--- config.mk ---
export PLATFORM = sky130hd
export DESIGN_NAME = config_text_tokenizer_unit
export DESIGN_NICKNAME = d
export VERILOG_FILES = /design/src/rtl/ctt_pkg.sv /design/src/rtl/config_text_tokenizer_unit.sv /design/src/rtl/ctt_front.sv /design/src/rtl/ctt_queue.sv /design/src/rtl/ctt_back.sv
export VERILOG_INCLUDE_DIRS = /design/src /design/src/rtl
export SDC_FILE = /design/constraint.sdc
export NUM_CORES = 1
export LEC_CHECK = 0
export ABC_AREA = 1
export BUFFER_PORTS_ARGS = -buffer_cell sky130_fd_sc_hd__buf_2
export CORE_ASPECT_RATIO = 2
export CORE_MARGIN = 3
export CORE_UTILIZATION = 45
export CTS_CLUSTER_DIAMETER = 150
export DETAILED_ROUTE_END_ITERATION = 10
export PLACE_DENSITY_LB_ADDON = 0.15
export SLEW_MARGIN = 30
export SYNTH_ARGS = -nofsm -noshare
export SYNTH_HDL_FRONTEND = slang
export SYNTH_SLANG_ARGS = --single-unit
export TNS_END_PERCENT = 30
--- constraint.sdc ---
create_clock -name clk -period 8.65 [get_ports clk]
set_clock_uncertainty 0.1 [all_clocks]
set_input_delay 1.73 -clock clk [delete_from_list [all_inputs] [get_ports clk]]
set_output_delay 1.73 -clock clk [all_outputs]
set_load 0.01 [all_outputs]
--- src/rtl/assert_macros.svh ---
// Assertion macros shared by the tokenizer RTL files.
`ifndef ASSERT_MACROS_SVH
`define ASSERT_MACROS_SVH

`ifndef SYNTH

// Check that cons holds in the same cycle as ante.
`define ASSERT_IMPLIES(LABEL, CLK, RST_N, ANTE, CONS) \
    LABEL: assert property (@(posedge CLK) disable iff (!RST_N) (ANTE) |-> (CONS)) \
        else $error("assertion failed: same-cycle implication");

// Check that cons holds in the cycle after ante.
`define ASSERT_NEXT(LABEL, CLK, RST_N, ANTE, CONS) \
    LABEL: assert property (@(posedge CLK) disable iff (!RST_N) (ANTE) |=> (CONS)) \
        else $error("assertion failed: next-cycle implication");

`else

`define ASSERT_IMPLIES(LABEL, CLK, RST_N, ANTE, CONS)
`define ASSERT_NEXT(LABEL, CLK, RST_N, ANTE, CONS)

`endif

`endif

--- src/rtl/ctt_pkg.sv ---
// Types and constants shared by the tokenizer modules.
`default_nettype none

package ctt_pkg;

    // Lexer modes
    typedef enum logic [3:0] {
        MODE_IDLE,
        MODE_NUM,
        MODE_IDENT,
        MODE_STR,
        MODE_STR_ESC,
        MODE_HASH,
        MODE_SLASH,
        MODE_LINE,
        MODE_BLOCK,
        MODE_STAR
    } mode_t;

    // Token type codes
    localparam logic [2:0] TOK_UNKNOWN = 3'd0;
    localparam logic [2:0] TOK_PUNCT   = 3'd1;
    localparam logic [2:0] TOK_NUMBER  = 3'd2;
    localparam logic [2:0] TOK_STRING  = 3'd3;
    localparam logic [2:0] TOK_IDENT   = 3'd4;
    localparam logic [2:0] TOK_COMMENT = 3'd5;

    // Error codes
    localparam logic [1:0] ERR_NONE  = 2'd0;
    localparam logic [1:0] ERR_EOS   = 2'd1;
    localparam logic [1:0] ERR_SLASH = 2'd2;

    // Characters of interest
    localparam logic [7:0] CH_TAB    = 8'h09;
    localparam logic [7:0] CH_LF     = 8'h0A;
    localparam logic [7:0] CH_CR     = 8'h0D;
    localparam logic [7:0] CH_SPACE  = 8'h20;
    localparam logic [7:0] CH_QUOTE  = 8'h22;
    localparam logic [7:0] CH_HASH   = 8'h23;
    localparam logic [7:0] CH_STAR   = 8'h2A;
    localparam logic [7:0] CH_PLUS   = 8'h2B;
    localparam logic [7:0] CH_MINUS  = 8'h2D;
    localparam logic [7:0] CH_DOT    = 8'h2E;
    localparam logic [7:0] CH_SLASH  = 8'h2F;
    localparam logic [7:0] CH_BSLASH = 8'h5C;
    localparam logic [7:0] CH_UNDER  = 8'h5F;
    localparam logic [7:0] CH_LOWER_N = 8'h6E;
    localparam logic [7:0] CH_LOWER_R = 8'h72;
    localparam logic [7:0] CH_LOWER_T = 8'h74;

    // One result request
    typedef struct packed {
        logic [2:0] token_type;
        logic       char_valid;
        logic [7:0] char_value;
        logic       token_end;
        logic [1:0] error;
    } result_t;

    // One classified input: one or two result requests
    typedef struct packed {
        logic    two;
        result_t first;
        result_t second;
    } item_t;

    // Candidate result before the comment filter
    typedef struct packed {
        logic    en;
        result_t res;
    } emit_t;

endpackage

`default_nettype wire

--- src/rtl/config_text_tokenizer_unit.sv ---
// Top level of the configuration text tokenizer.
//
//  channel  direction  handshake             payload
//  in       input      in_valid / in_ready   ch, end_of_input
//  out      output     out_valid / out_ready token_type, char_valid, char_value,
//                                            token_end, error, last
//  cfg      input      cfg_we                cfg_wdata (drop_comments)
//
// One byte is accepted per cycle while the request queue has a free slot.
// Results leave the out port one at a time; a byte giving two results
// holds the out port for both, so the out port sets the sustained rate.
// The first result of a byte is offered from the queue once older requests are out.
// Reset clears the lexer mode, the queue and drop_comments; in_ready falls
// once QUEUE_DEPTH requests wait behind a stalled out port.
`default_nettype none

module config_text_tokenizer_unit #(
    parameter int QUEUE_DEPTH = 4
) (
    input  wire logic       clk,
    input  wire logic       rst_n,
    input  wire logic       cfg_we,
    input  wire logic       cfg_wdata,
    input  wire logic       in_valid,
    output logic            in_ready,
    input  wire logic [7:0] ch,
    input  wire logic       end_of_input,
    output logic            out_valid,
    input  wire logic       out_ready,
    output logic [2:0]      token_type,
    output logic            char_valid,
    output logic [7:0]      char_value,
    output logic            token_end,
    output logic [1:0]      error,
    output logic            last
);
    import ctt_pkg::*;

    logic    push_valid;
    item_t   push_item;
    logic    push_ready;
    logic    q_valid;
    item_t   q_item;
    logic    q_pop;
    result_t out_res;

    // Classify bytes
    ctt_front u_front (
        .clk          (clk),
        .rst_n        (rst_n),
        .cfg_we       (cfg_we),
        .cfg_wdata    (cfg_wdata),
        .in_valid     (in_valid),
        .in_ready     (in_ready),
        .ch           (ch),
        .end_of_input (end_of_input),
        .push_valid   (push_valid),
        .push_item    (push_item),
        .push_ready   (push_ready)
    );

    // Decouple front and back
    ctt_queue #(
        .DEPTH (QUEUE_DEPTH)
    ) u_queue (
        .clk        (clk),
        .rst_n      (rst_n),
        .push_valid (push_valid),
        .push_item  (push_item),
        .push_ready (push_ready),
        .pop_valid  (q_valid),
        .pop_item   (q_item),
        .pop_ready  (q_pop)
    );

    // Serialise results
    ctt_back u_back (
        .clk       (clk),
        .rst_n     (rst_n),
        .q_valid   (q_valid),
        .q_item    (q_item),
        .q_pop     (q_pop),
        .out_valid (out_valid),
        .out_ready (out_ready),
        .out_res   (out_res),
        .out_last  (last)
    );

    // Unpack the result fields
    assign token_type = out_res.token_type;
    assign char_valid = out_res.char_valid;
    assign char_value = out_res.char_value;
    assign token_end  = out_res.token_end;
    assign error      = out_res.error;

endmodule

`default_nettype wire

--- src/rtl/ctt_front.sv ---
// Front end: accepts bytes, runs the lexer mode machine and builds result requests.
`default_nettype none
`include "assert_macros.svh"

module ctt_front (
    input  wire logic           clk,
    input  wire logic           rst_n,
    input  wire logic           cfg_we,
    input  wire logic           cfg_wdata,
    input  wire logic           in_valid,
    output logic                in_ready,
    input  wire logic [7:0]     ch,
    input  wire logic           end_of_input,
    output logic                push_valid,
    output ctt_pkg::item_t      push_item,
    input  wire logic           push_ready
);
    import ctt_pkg::*;

    mode_t mode_reg;
    mode_t mode_next;
    logic  drop_comments_reg;
    logic  accept;
    emit_t e0;
    emit_t e1;
    logic  keep0;
    logic  keep1;

    // Character classes
    function automatic logic is_space(input logic [7:0] c);
        return (c == CH_SPACE) || (c inside {[8'd9:8'd13]});
    endfunction

    function automatic logic is_digit(input logic [7:0] c);
        return c inside {["0":"9"]};
    endfunction

    function automatic logic is_alpha(input logic [7:0] c);
        return c inside {["a":"z"], ["A":"Z"]};
    endfunction

    function automatic logic is_punct(input logic [7:0] c);
        return c inside {"{", "}", "<", ">", "[", "]", "(", ")", ";", ":", ",", "="};
    endfunction

    function automatic logic is_num_start(input logic [7:0] c);
        return is_digit(c) || (c == CH_PLUS) || (c == CH_MINUS);
    endfunction

    function automatic logic is_ident_start(input logic [7:0] c);
        return is_alpha(c) || (c == CH_UNDER);
    endfunction

    // Result builders
    function automatic emit_t mk_char(input logic [2:0] tt, input logic [7:0] c);
        emit_t e;
        e.en             = 1'b1;
        e.res.token_type = tt;
        e.res.char_valid = 1'b1;
        e.res.char_value = c;
        e.res.token_end  = 1'b0;
        e.res.error      = ERR_NONE;
        return e;
    endfunction

    function automatic emit_t mk_single(input logic [2:0] tt, input logic [7:0] c);
        emit_t e;
        e               = mk_char(tt, c);
        e.res.token_end = 1'b1;
        return e;
    endfunction

    function automatic emit_t mk_end(input logic [2:0] tt);
        emit_t e;
        e.en             = 1'b1;
        e.res.token_type = tt;
        e.res.char_valid = 1'b0;
        e.res.char_value = 8'd0;
        e.res.token_end  = 1'b1;
        e.res.error      = ERR_NONE;
        return e;
    endfunction

    function automatic emit_t mk_err(input logic [1:0] code);
        emit_t e;
        e           = mk_end(TOK_COMMENT);
        e.res.error = code;
        return e;
    endfunction

    // Mode and result of a byte seen between tokens
    function automatic mode_t start_mode(input logic [7:0] c);
        mode_t m;
        m = MODE_IDLE;
        if (is_space(c) || is_punct(c))
            m = MODE_IDLE;
        else if (is_num_start(c))
            m = MODE_NUM;
        else if (c == CH_QUOTE)
            m = MODE_STR;
        else if (c == CH_HASH)
            m = MODE_HASH;
        else if (c == CH_SLASH)
            m = MODE_SLASH;
        else if (is_ident_start(c))
            m = MODE_IDENT;
        return m;
    endfunction

    function automatic emit_t start_emit(input logic [7:0] c);
        emit_t e;
        e = '0;
        if (is_space(c))
            e = '0;
        else if (is_punct(c))
            e = mk_single(TOK_PUNCT, c);
        else if (is_num_start(c))
            e = mk_char(TOK_NUMBER, c);
        else if ((c == CH_QUOTE) || (c == CH_HASH) || (c == CH_SLASH))
            e = '0;
        else if (is_ident_start(c))
            e = mk_char(TOK_IDENT, c);
        else
            e = mk_single(TOK_UNKNOWN, c);
        return e;
    endfunction

    function automatic logic [7:0] unescape(input logic [7:0] c);
        logic [7:0] v;
        v = c;
        if (c == CH_LOWER_N)
            v = CH_LF;
        else if (c == CH_LOWER_R)
            v = CH_CR;
        else if (c == CH_LOWER_T)
            v = CH_TAB;
        return v;
    endfunction

    // Take a byte whenever the queue has room
    assign in_ready = push_ready;
    assign accept   = in_valid && in_ready;

    // Next lexer mode
    always_comb
    begin
        mode_next = mode_reg;
        if (end_of_input)
        begin
            mode_next = MODE_IDLE;
        end
        else
        begin
            case (mode_reg)
                MODE_NUM:
                begin
                    if (is_digit(ch) || (ch == CH_DOT) || (ch == CH_PLUS) || (ch == CH_MINUS))
                        mode_next = MODE_NUM;
                    else
                        mode_next = start_mode(ch);
                end
                MODE_IDENT:
                begin
                    if (is_alpha(ch) || is_digit(ch) || (ch == CH_UNDER))
                        mode_next = MODE_IDENT;
                    else
                        mode_next = start_mode(ch);
                end
                MODE_STR:
                begin
                    if (ch == CH_QUOTE)
                        mode_next = MODE_IDLE;
                    else if (ch == CH_BSLASH)
                        mode_next = MODE_STR_ESC;
                    else
                        mode_next = MODE_STR;
                end
                MODE_STR_ESC:
                    mode_next = MODE_STR;
                MODE_HASH, MODE_LINE:
                begin
                    if (ch == CH_LF)
                        mode_next = MODE_IDLE;
                    else
                        mode_next = mode_reg;
                end
                MODE_SLASH:
                begin
                    if (ch == CH_SLASH)
                        mode_next = MODE_LINE;
                    else if (ch == CH_STAR)
                        mode_next = MODE_BLOCK;
                    else
                        mode_next = MODE_IDLE;
                end
                MODE_BLOCK:
                begin
                    if (ch == CH_STAR)
                        mode_next = MODE_STAR;
                    else
                        mode_next = MODE_BLOCK;
                end
                MODE_STAR:
                begin
                    if (ch == CH_SLASH)
                        mode_next = MODE_IDLE;
                    else
                        mode_next = MODE_BLOCK;
                end
                default:
                    mode_next = start_mode(ch);
            endcase
        end
    end

    // Candidate results for this byte
    always_comb
    begin
        e0 = '0;
        e1 = '0;
        if (end_of_input)
        begin
            case (mode_reg)
                MODE_NUM:                         e0 = mk_end(TOK_NUMBER);
                MODE_IDENT:                       e0 = mk_end(TOK_IDENT);
                MODE_STR, MODE_STR_ESC:           e0 = mk_end(TOK_STRING);
                MODE_HASH, MODE_LINE, MODE_BLOCK: e0 = mk_end(TOK_COMMENT);
                MODE_SLASH, MODE_STAR:            e0 = mk_err(ERR_EOS);
                default:                          e0 = '0;
            endcase
        end
        else
        begin
            case (mode_reg)
                MODE_NUM:
                begin
                    if (is_digit(ch) || (ch == CH_DOT) || (ch == CH_PLUS) || (ch == CH_MINUS))
                    begin
                        e0 = mk_char(TOK_NUMBER, ch);
                    end
                    else
                    begin
                        e0 = mk_end(TOK_NUMBER);
                        e1 = start_emit(ch);
                    end
                end
                MODE_IDENT:
                begin
                    if (is_alpha(ch) || is_digit(ch) || (ch == CH_UNDER))
                    begin
                        e0 = mk_char(TOK_IDENT, ch);
                    end
                    else
                    begin
                        e0 = mk_end(TOK_IDENT);
                        e1 = start_emit(ch);
                    end
                end
                MODE_STR:
                begin
                    if (ch == CH_QUOTE)
                        e0 = mk_end(TOK_STRING);
                    else if (ch != CH_BSLASH)
                        e0 = mk_char(TOK_STRING, ch);
                end
                MODE_STR_ESC:
                    e0 = mk_char(TOK_STRING, unescape(ch));
                MODE_HASH, MODE_LINE:
                begin
                    if (ch == CH_LF)
                        e0 = mk_end(TOK_COMMENT);
                    else
                        e0 = mk_char(TOK_COMMENT, ch);
                end
                MODE_SLASH:
                begin
                    if ((ch != CH_SLASH) && (ch != CH_STAR))
                        e0 = mk_err(ERR_SLASH);
                end
                MODE_BLOCK:
                begin
                    if (ch != CH_STAR)
                        e0 = mk_char(TOK_COMMENT, ch);
                end
                MODE_STAR:
                begin
                    if (ch == CH_SLASH)
                    begin
                        e0 = mk_end(TOK_COMMENT);
                    end
                    else
                    begin
                        e0 = mk_char(TOK_COMMENT, CH_STAR);
                        e1 = mk_char(TOK_COMMENT, ch);
                    end
                end
                default:
                    e0 = start_emit(ch);
            endcase
        end
    end

    // Drop comment results when asked, keep error results
    assign keep0 = e0.en && !((e0.res.token_type == TOK_COMMENT) && drop_comments_reg &&
                              (e0.res.error == ERR_NONE));
    assign keep1 = e1.en && !((e1.res.token_type == TOK_COMMENT) && drop_comments_reg &&
                              (e1.res.error == ERR_NONE));

    // Pack the surviving results into one queue request
    assign push_valid       = accept && (keep0 || keep1);
    assign push_item.two    = keep0 && keep1;
    assign push_item.first  = keep0 ? e0.res : e1.res;
    assign push_item.second = e1.res;

    // Hold mode and configuration
    always_ff @(posedge clk or negedge rst_n)
    begin
        if (!rst_n)
        begin
            mode_reg          <= MODE_IDLE;
            drop_comments_reg <= 1'b0;
        end
        else
        begin
            if (accept)
                mode_reg <= mode_next;
            if (cfg_we)
                drop_comments_reg <= cfg_wdata;
        end
    end

    `ASSERT_NEXT(a_eoi_to_idle, clk, rst_n, accept && end_of_input, mode_reg == MODE_IDLE)

endmodule

`default_nettype wire

--- src/rtl/ctt_queue.sv ---
// Short queue of classified requests between front end and back end.
`default_nettype none
`include "assert_macros.svh"

module ctt_queue #(
    parameter int DEPTH = 4
) (
    input  wire logic           clk,
    input  wire logic           rst_n,
    input  wire logic           push_valid,
    input  wire ctt_pkg::item_t push_item,
    output logic                push_ready,
    output logic                pop_valid,
    output ctt_pkg::item_t      pop_item,
    input  wire logic           pop_ready
);
    import ctt_pkg::*;

    localparam int PW = (DEPTH > 1) ? $clog2(DEPTH) : 1;
    localparam int CW = $clog2(DEPTH + 1);
    localparam logic [PW-1:0] LAST_PTR   = PW'(DEPTH - 1);
    localparam logic [CW-1:0] FULL_COUNT = CW'(DEPTH);

    item_t         store_reg [DEPTH];
    logic [PW-1:0] wr_ptr_reg;
    logic [PW-1:0] wr_ptr_next;
    logic [PW-1:0] rd_ptr_reg;
    logic [PW-1:0] rd_ptr_next;
    logic [CW-1:0] count_reg;
    logic [CW-1:0] count_next;
    logic          full;
    logic          push_fire;
    logic          pop_fire;

    // Status
    assign full       = (count_reg == FULL_COUNT);
    assign push_ready = !full;
    assign pop_valid  = (count_reg != '0);
    assign push_fire  = push_valid && !full;
    assign pop_fire   = pop_ready && pop_valid;
    assign pop_item   = store_reg[rd_ptr_reg];

    // Advance pointers and count
    always_comb
    begin
        wr_ptr_next = wr_ptr_reg;
        rd_ptr_next = rd_ptr_reg;
        if (push_fire)
            wr_ptr_next = (wr_ptr_reg == LAST_PTR) ? '0 : wr_ptr_reg + PW'(1);
        if (pop_fire)
            rd_ptr_next = (rd_ptr_reg == LAST_PTR) ? '0 : rd_ptr_reg + PW'(1);
        count_next = count_reg + CW'(push_fire) - CW'(pop_fire);
    end

    always_ff @(posedge clk or negedge rst_n)
    begin
        if (!rst_n)
        begin
            wr_ptr_reg <= '0;
            rd_ptr_reg <= '0;
            count_reg  <= '0;
        end
        else
        begin
            wr_ptr_reg <= wr_ptr_next;
            rd_ptr_reg <= rd_ptr_next;
            count_reg  <= count_next;
        end
    end

    // Store the incoming request
    always_ff @(posedge clk)
    begin
        if (push_fire)
            store_reg[wr_ptr_reg] <= push_item;
    end

    `ASSERT_IMPLIES(a_no_push_full, clk, rst_n, push_valid, !full)
    `ASSERT_IMPLIES(a_count_range, clk, rst_n, 1'b1, count_reg <= FULL_COUNT)
    `ASSERT_IMPLIES(a_no_pop_empty, clk, rst_n, pop_ready, pop_valid)

endmodule

`default_nettype wire

--- src/rtl/ctt_back.sv ---
// Back end: walks each queued request and hands out its results one at a time.
`default_nettype none
`include "assert_macros.svh"

module ctt_back (
    input  wire logic           clk,
    input  wire logic           rst_n,
    input  wire logic           q_valid,
    input  wire ctt_pkg::item_t q_item,
    output logic                q_pop,
    output logic                out_valid,
    input  wire logic           out_ready,
    output ctt_pkg::result_t    out_res,
    output logic                out_last
);
    import ctt_pkg::*;

    logic idx_reg;
    logic idx_next;
    logic fire;

    // Select the current result of the head request
    assign out_valid = q_valid;
    assign out_res   = idx_reg ? q_item.second : q_item.first;
    assign out_last  = idx_reg || !q_item.two;
    assign fire      = out_valid && out_ready;
    assign q_pop     = fire && out_last;

    // Step to the second result or back to the first of the next request
    always_comb
    begin
        idx_next = idx_reg;
        if (fire)
            idx_next = !out_last;
    end

    always_ff @(posedge clk or negedge rst_n)
    begin
        if (!rst_n)
            idx_reg <= 1'b0;
        else
            idx_reg <= idx_next;
    end

    `ASSERT_IMPLIES(a_second_needs_pair, clk, rst_n, idx_reg, q_valid && q_item.two)

endmodule

`default_nettype wire

==> results.sh, run 1 <==
export IMPL_whs_endpoint="u_queue.wr_ptr_reg[1]"
export IMPL_timing_rr_end="u_queue.count_reg[2]"
export IMPL_drv_slew=0
export IMPL_status="finished, final reports clean"
export IMPL_antenna_cells=0
export IMPL_start_kind="flop"
export IMPL_grt_pass1_wl_mm=29.6
export IMPL_period_share_pct=49.7
export IMPL_largest_register_ffs=116
export IMPL_cp_end_kind="output pin"
export IMPL_io_buffers=32
export IMPL_cts_sinks=129
export IMPL_yosys_register_bits=129
export IMPL_critPathLaunch="u_queue.rd_ptr_reg[0]"
export IMPL_power_density_nw_per_um2=361
export IMPL_cts_hold_buf=0
export IMPL_avgSynthCellArea_um2=9.03
export IMPL_place_congestion=0.990
export IMPL_ant_nets=0
export IMPL_rsz0062_at_grt="no"
export IMPL_grt_overflow=0
export IMPL_start_util_pct=46.0
export IMPL_worstHoldPathCells=2
export IMPL_synth_edff_count=116
export IMPL_cpMostUsedCell="buf_4"
export IMPL_cts_resized=0
export IMPL_drive_above_1_share_pct=14.6
export IMPL_finalSetupViolCount=0
export IMPL_drc=0
export IMPL_postCtsSetupBuffers=0
export IMPL_dp_final_hpwl_mm=13.7
export IMPL_wirelength_mm=19.2
export IMPL_grt_max_degree=62
export IMPL_yosysTopAreaCellShare_pct=52.5
export IMPL_antenna_found_initial=0
export IMPL_yosysTopAreaCell="edfxtp_1"
export IMPL_rows=62
export IMPL_synth_async_reset_ratio_pct=10.1
export IMPL_critPathMaxFanout=61
export IMPL_numCtsBuffers=17
export IMPL_max_cap_violations=0
export IMPL_crit_path_cell_trace="buf_4, inv_1, buf_4, o21ai_0, o22ai_1, nor2_1, a31oi_1, buf_2"
export IMPL_core_area_um2=14400
export IMPL_cts_buffer_depth=2
export IMPL_synth_most_common_cell="nor2_1"
export IMPL_area_growth_pct=14.5
export IMPL_postLayoutCoreUtil_pct=52.6
export IMPL_clock_latency_ns=0.40
export IMPL_grt_pass1_vias=5476
export IMPL_holdWs_ns=0.444
export IMPL_r2r_setup_slack_ns=5.11
export IMPL_place_ws_ns=4.02
export IMPL_leakagePower_uw=0.00305
export IMPL_worstRegToRegCells=13
export IMPL_path_clk_slew_ns=0.06
export IMPL_max_slew_margin_pct=46.8
export IMPL_ys_flop_type="edfxtp_1"
export IMPL_final_nets=789
export IMPL_hold_class="flop to flop"
export IMPL_worst_slew_pin_slew_ns=0.792
export IMPL_routed_via_density=5.59
export IMPL_hp_start="u_queue.wr_ptr_reg[1]"
export IMPL_first_pass_iters=5
export IMPL_slowest_delay_ns=0.47
export IMPL_cts_root_buf="clkbuf_16"
export IMPL_io_pins=33
export IMPL_hold_viol_final=0
export IMPL_routedWlPerCell_um=19.8
export IMPL_cts_tree="yes"
export IMPL_syn_inst=734
export IMPL_synth_top_cells_by_count="nor2_1 (174), nand2_1 (122), edfxtp_1 (116), o21ai_0 (73), inv_1 (54)"
export IMPL_yosys_top_cells_area="edfxtp_1 (53%), nor2_1 (9.8%), nand2_1 (6.9%)"
export IMPL_h_tree_depth=4
export IMPL_timing_rr_start="u_front.mode_reg[3]"
export IMPL_nFillCells=1342
export IMPL_period_needed_ns=4.30
export IMPL_worst_endpoint_required_ns=6.82
export IMPL_die_area_um2=16300
export IMPL_setup_slack_ns=4.35
export IMPL_track_usage_pct=24.5
export IMPL_die_x_um=91.8
export IMPL_synth_seq_area_share_pct=57.4
export IMPL_slowest_stage="buf_4"
export IMPL_path_class="flop to output pin"
export IMPL_vias=5424
export IMPL_drt_iter0_markers=319
export IMPL_die_h_um=178
export IMPL_arrival_ns=2.47
export IMPL_syn_nets=757
export IMPL_peakVddDrop_uv=150
export IMPL_fmax_mhz=233
export IMPL_syn_area_um2=6630
export IMPL_ys_warn_count=0
export IMPL_synth_cell_types=42
export IMPL_fin_tns_setup_ns=0
==> critical path, delay by kind of cell, from the launching register on <==
family	cells	cell delay (ns)
buffers and inverters	4	1.10
AO/OA/AOI/OAI	3	0.49
flip-flops	1	0.35
AND/OR/NAND/NOR	1	0.08
==> metal layers <==
metal / GRT usage [%] / part of all wire, %
met3: 3.86 / 3.0
met2: 46.0 / 55
met5: 0 / 0
met1: 23.6 / 35
met4: 17.9 / 7.5
==> report_power, final <==
group / leakage (uW) / switching, uW / internal [uW]
combinational: 0.00151 / 783 / 331
sequential: 0.00124 / 44.8 / 855
clock: 0.000296 / 272 / 457
==> worst max-delay path by stage <==
| stage | to | slack, ns | depth (start not counted) |
|---|---|---|---|
| after floorplan | u_queue.store_reg[0][10] | 3.96 | 12 |
| final | char_valid | 4.35 | 8 |
| after global placement | u_queue.count_reg[2] | 4.06 | 18 |
| after CTS | char_valid | 4.31 | 8 |
| after global routing | token_end | 4.18 | 8 |
| after detailed placement | u_queue.count_reg[2] | 4.02 | 18 |
==> cell families (layout without fill, tap and decap cells) <==
kind of cell | Yosys count | in the layout | synth area share (%)
xor+xnor | 2 | 2 | 0.264
buf+inv | 89 | 134 | 5.34
fa+ha+maj | 8 | 8 | 1.62
simple gates | 368 | 368 | 23.7
compound gates | 138 | 138 | 11.7
flops | 129 | 129 | 57.4
==> layout make-up <==
type / count / area, um2 / area share (%)
Timing Repair Buffer: 40 / 220 / 2.90
Clock buffer: 17 / 425 / 5.60
Multi-Input combinational cell: 516 / 2480 / 32.6
Inverter: 62 / 235 / 3.10
Clock inverter: 15 / 184 / 2.42
Sequential cell: 129 / 3810 / 50.2
Tap cell: 192 / 240 / 3.16
==> cell usage in the layout, fill, tap and decap left out, types with 3 or more instances in the layout <==
cell       count
dfrtp_1       13
inv_6          3
inv_1         54
nand2_1      122
ha_1           7
o211ai_1       3
clkinv_2       3
nand2_2       12
nor2_1       170
nor3_1         4
buf_2         32
clkbuf_16     17
o21ai_1        8
edfxtp_1     116
o22ai_1       16
o21ai_0       73
nor4_1         3
a31oi_1       13
inv_2          5
clkinv_4       3
nand4_1       12
nand3_1       26
a21oi_1       16
bufinv_16      3
nand3_2        3
nor2_2        10
buf_4          8
==> metrics by stage <==
step	power, uW	cell area [um2]	std cells
global placement	2000	6980	939
global route	2930	7590	971
finish	2740	7590	971
floorplan	1670	6630	734
detailed placement	2030	6980	939
CTS	2760	7590	971
(Power assumes the default switching activity.)
==> run 2: changes to the inputs <==
- clock period: 8.65 -> 4.45 ns (I/O delays scaled with it)
==> results.sh, run 2 (same netlist as run 1, synthesis figures left out) <==
export IMPL_final_cell_mix="nor2_1 (170), nand2_1 (122), edfxtp_1 (116)"
export IMPL_max_cap_violations=0
export IMPL_cp_end_kind="flop"
export IMPL_use_met1_pct=23.5
export IMPL_drv_slew=0
export IMPL_timing_rr_start="u_front.mode_reg[3]"
export IMPL_wirelength_mm=19.1
export IMPL_arrival_ns=3.60
export IMPL_die_h_um=178
export IMPL_slowest_delay_ns=0.40
export IMPL_die_x_um=91.8
export IMPL_rows=62
export IMPL_core_area_um2=14400
export IMPL_numCtsBuffers=17
export IMPL_layout_commonest_cell="nor2_1"
export IMPL_start_util_pct=46.0
export IMPL_ant_nets=0
export IMPL_busiest_layer="met2"
export IMPL_path_class="primary input to flop"
export IMPL_largest_register_ffs=116
export IMPL_hold_class="primary input to async pin"
export IMPL_routed_via_density=5.50
export IMPL_fmax_mhz=297
export IMPL_hold_viol_final=0
export IMPL_io_pins=33
export IMPL_place_congestion=0.996
export IMPL_track_usage_pct=24.7
export IMPL_first_pass_iters=5
export IMPL_crit_path_cell_trace="buf_2, inv_4, nand2_1, nor2_4, nand2_2, a21oi_2, nand4_1, nand3_1, nand2_1, nand3_2, nand3_2, inv_1, ha_1, inv_1, fa_1, xnor2_1, xor2_1"
export IMPL_postLayoutCoreUtil_pct=52.8
export IMPL_power_density_nw_per_um2=702
export IMPL_die_area_um2=16300
export IMPL_drive_above_1_share_pct=14.7
export IMPL_grt_pass1_wl_mm=29.6
export IMPL_grt_overflow=0
export IMPL_dp_final_hpwl_mm=13.8
export IMPL_antenna_found_initial=0
export IMPL_worst_endpoint_required_ns=4.68
export IMPL_cts_hold_buf=0
export IMPL_finalSetupViolCount=0
export IMPL_drc=0
export IMPL_slowest_stage="fa_1"
export IMPL_cts_buffer_depth=2
export IMPL_fin_tns_setup_ns=0
export IMPL_antenna_cells=0
export IMPL_postCtsSetupBuffers=0
export IMPL_period_share_pct=75.8
export IMPL_worst_slew_pin_slew_ns=0.788
export IMPL_io_buffers=32
export IMPL_status="finished, final reports clean"
export IMPL_max_slew_margin_pct=47.1
export IMPL_grt_max_degree=61
export IMPL_critPathLaunch="ch[2]"
export IMPL_period_needed_ns=3.37
export IMPL_use_met2_pct=45.7
export IMPL_area_growth_pct=14.8
export IMPL_nFillCells=1360
export IMPL_routedWlPerCell_um=19.6
export IMPL_cts_resized=0
export IMPL_vias=5358
export IMPL_rsz0062_at_grt="no"
export IMPL_start_kind="primary input"
export IMPL_cts_sinks=129
export IMPL_leakagePower_uw=0.00306
export IMPL_cts_tree="yes"
export IMPL_critPathMaxFanout=9
export IMPL_final_nets=792
export IMPL_grt_pass1_vias=5531
export IMPL_path_buf_inv=4
export IMPL_h_tree_depth=4
export IMPL_drt_iter0_markers=247
export IMPL_peakVddDrop_uv=277
export IMPL_grt_use_met3_pct=4.41
export IMPL_path_clk_slew_ns=0.05
export IMPL_clock_latency_ns=0.41
export IMPL_cts_root_buf="clkbuf_16"
export IMPL_crit_family="simple AND/OR/NAND/NOR gates"
==> run 2: cell types whose count changed in the layout (fill, tap and decap cells not counted) <==
cell      previous run  this run
buf_4                8        11
inv_6                3         0
clkinv_2             3         4
clkbuf_8             0         3
inv_8                1         0
clkbuf_1             0         2
clkinv_4             3         1
==> run 2: worst paths after layout <==
kind	end	slack, ns	cells after the start
min in group clk	u_queue.wr_ptr_reg[1]	0.43	2
worst min register to register	u_queue.wr_ptr_reg[1]	0.43	2
max in group asynchronous	u_queue.rd_ptr_reg[1]	3.69	1
worst min-delay path	u_front.mode_reg[1]	0.28	1
worst max register to register	u_queue.count_reg[2]	1.08	14
worst max-delay path	u_queue.count_reg[2]	1.08	17
==> run 2: per-stage QoR <==
step / area [um2] / hold WS (ns) / power, uW / setup WS (ns) / cells
3_5_place_dp: 7010 / 0.426 / 3980 / 0.655 / 942
2_1_floorplan: 6630 / 0.392 / 3240 / 0.604 / 734
5_1_grt: 7610 / 0.292 / 5700 / 0.741 / 974
6_report: 7610 / 0.284 / 5340 / 1.08 / 974
3_3_place_gp: 7010 / 0.416 / 3920 / 0.685 / 942
4_1_cts: 7610 / 0.282 / 5390 / 1.05 / 974
==> run 2: per-layer routing <==
metal	share of wire (%)	up-vias
met3	3.0	64
met4	7.8	0
met1	34	2577
met2	55	143
li1	-	2574
met5	0	-
==> run 2: final cells by class <==
cell class	instances	area [um2]	share of cell area (%)
clock buffer	22	474	6.23
clock inverter	10	134	1.76
inverter	62	235	3.09
multi-input combinational	516	2480	32.6
sequential	129	3810	50.0
tap	192	240	3.16
timing repair buffer	43	243	3.19
==> run 2: power by group <==
group	internal (uW)	switching (uW)
sequential	1660	91.3
clock	921	477
combinational	660	1530
total	3240	2100
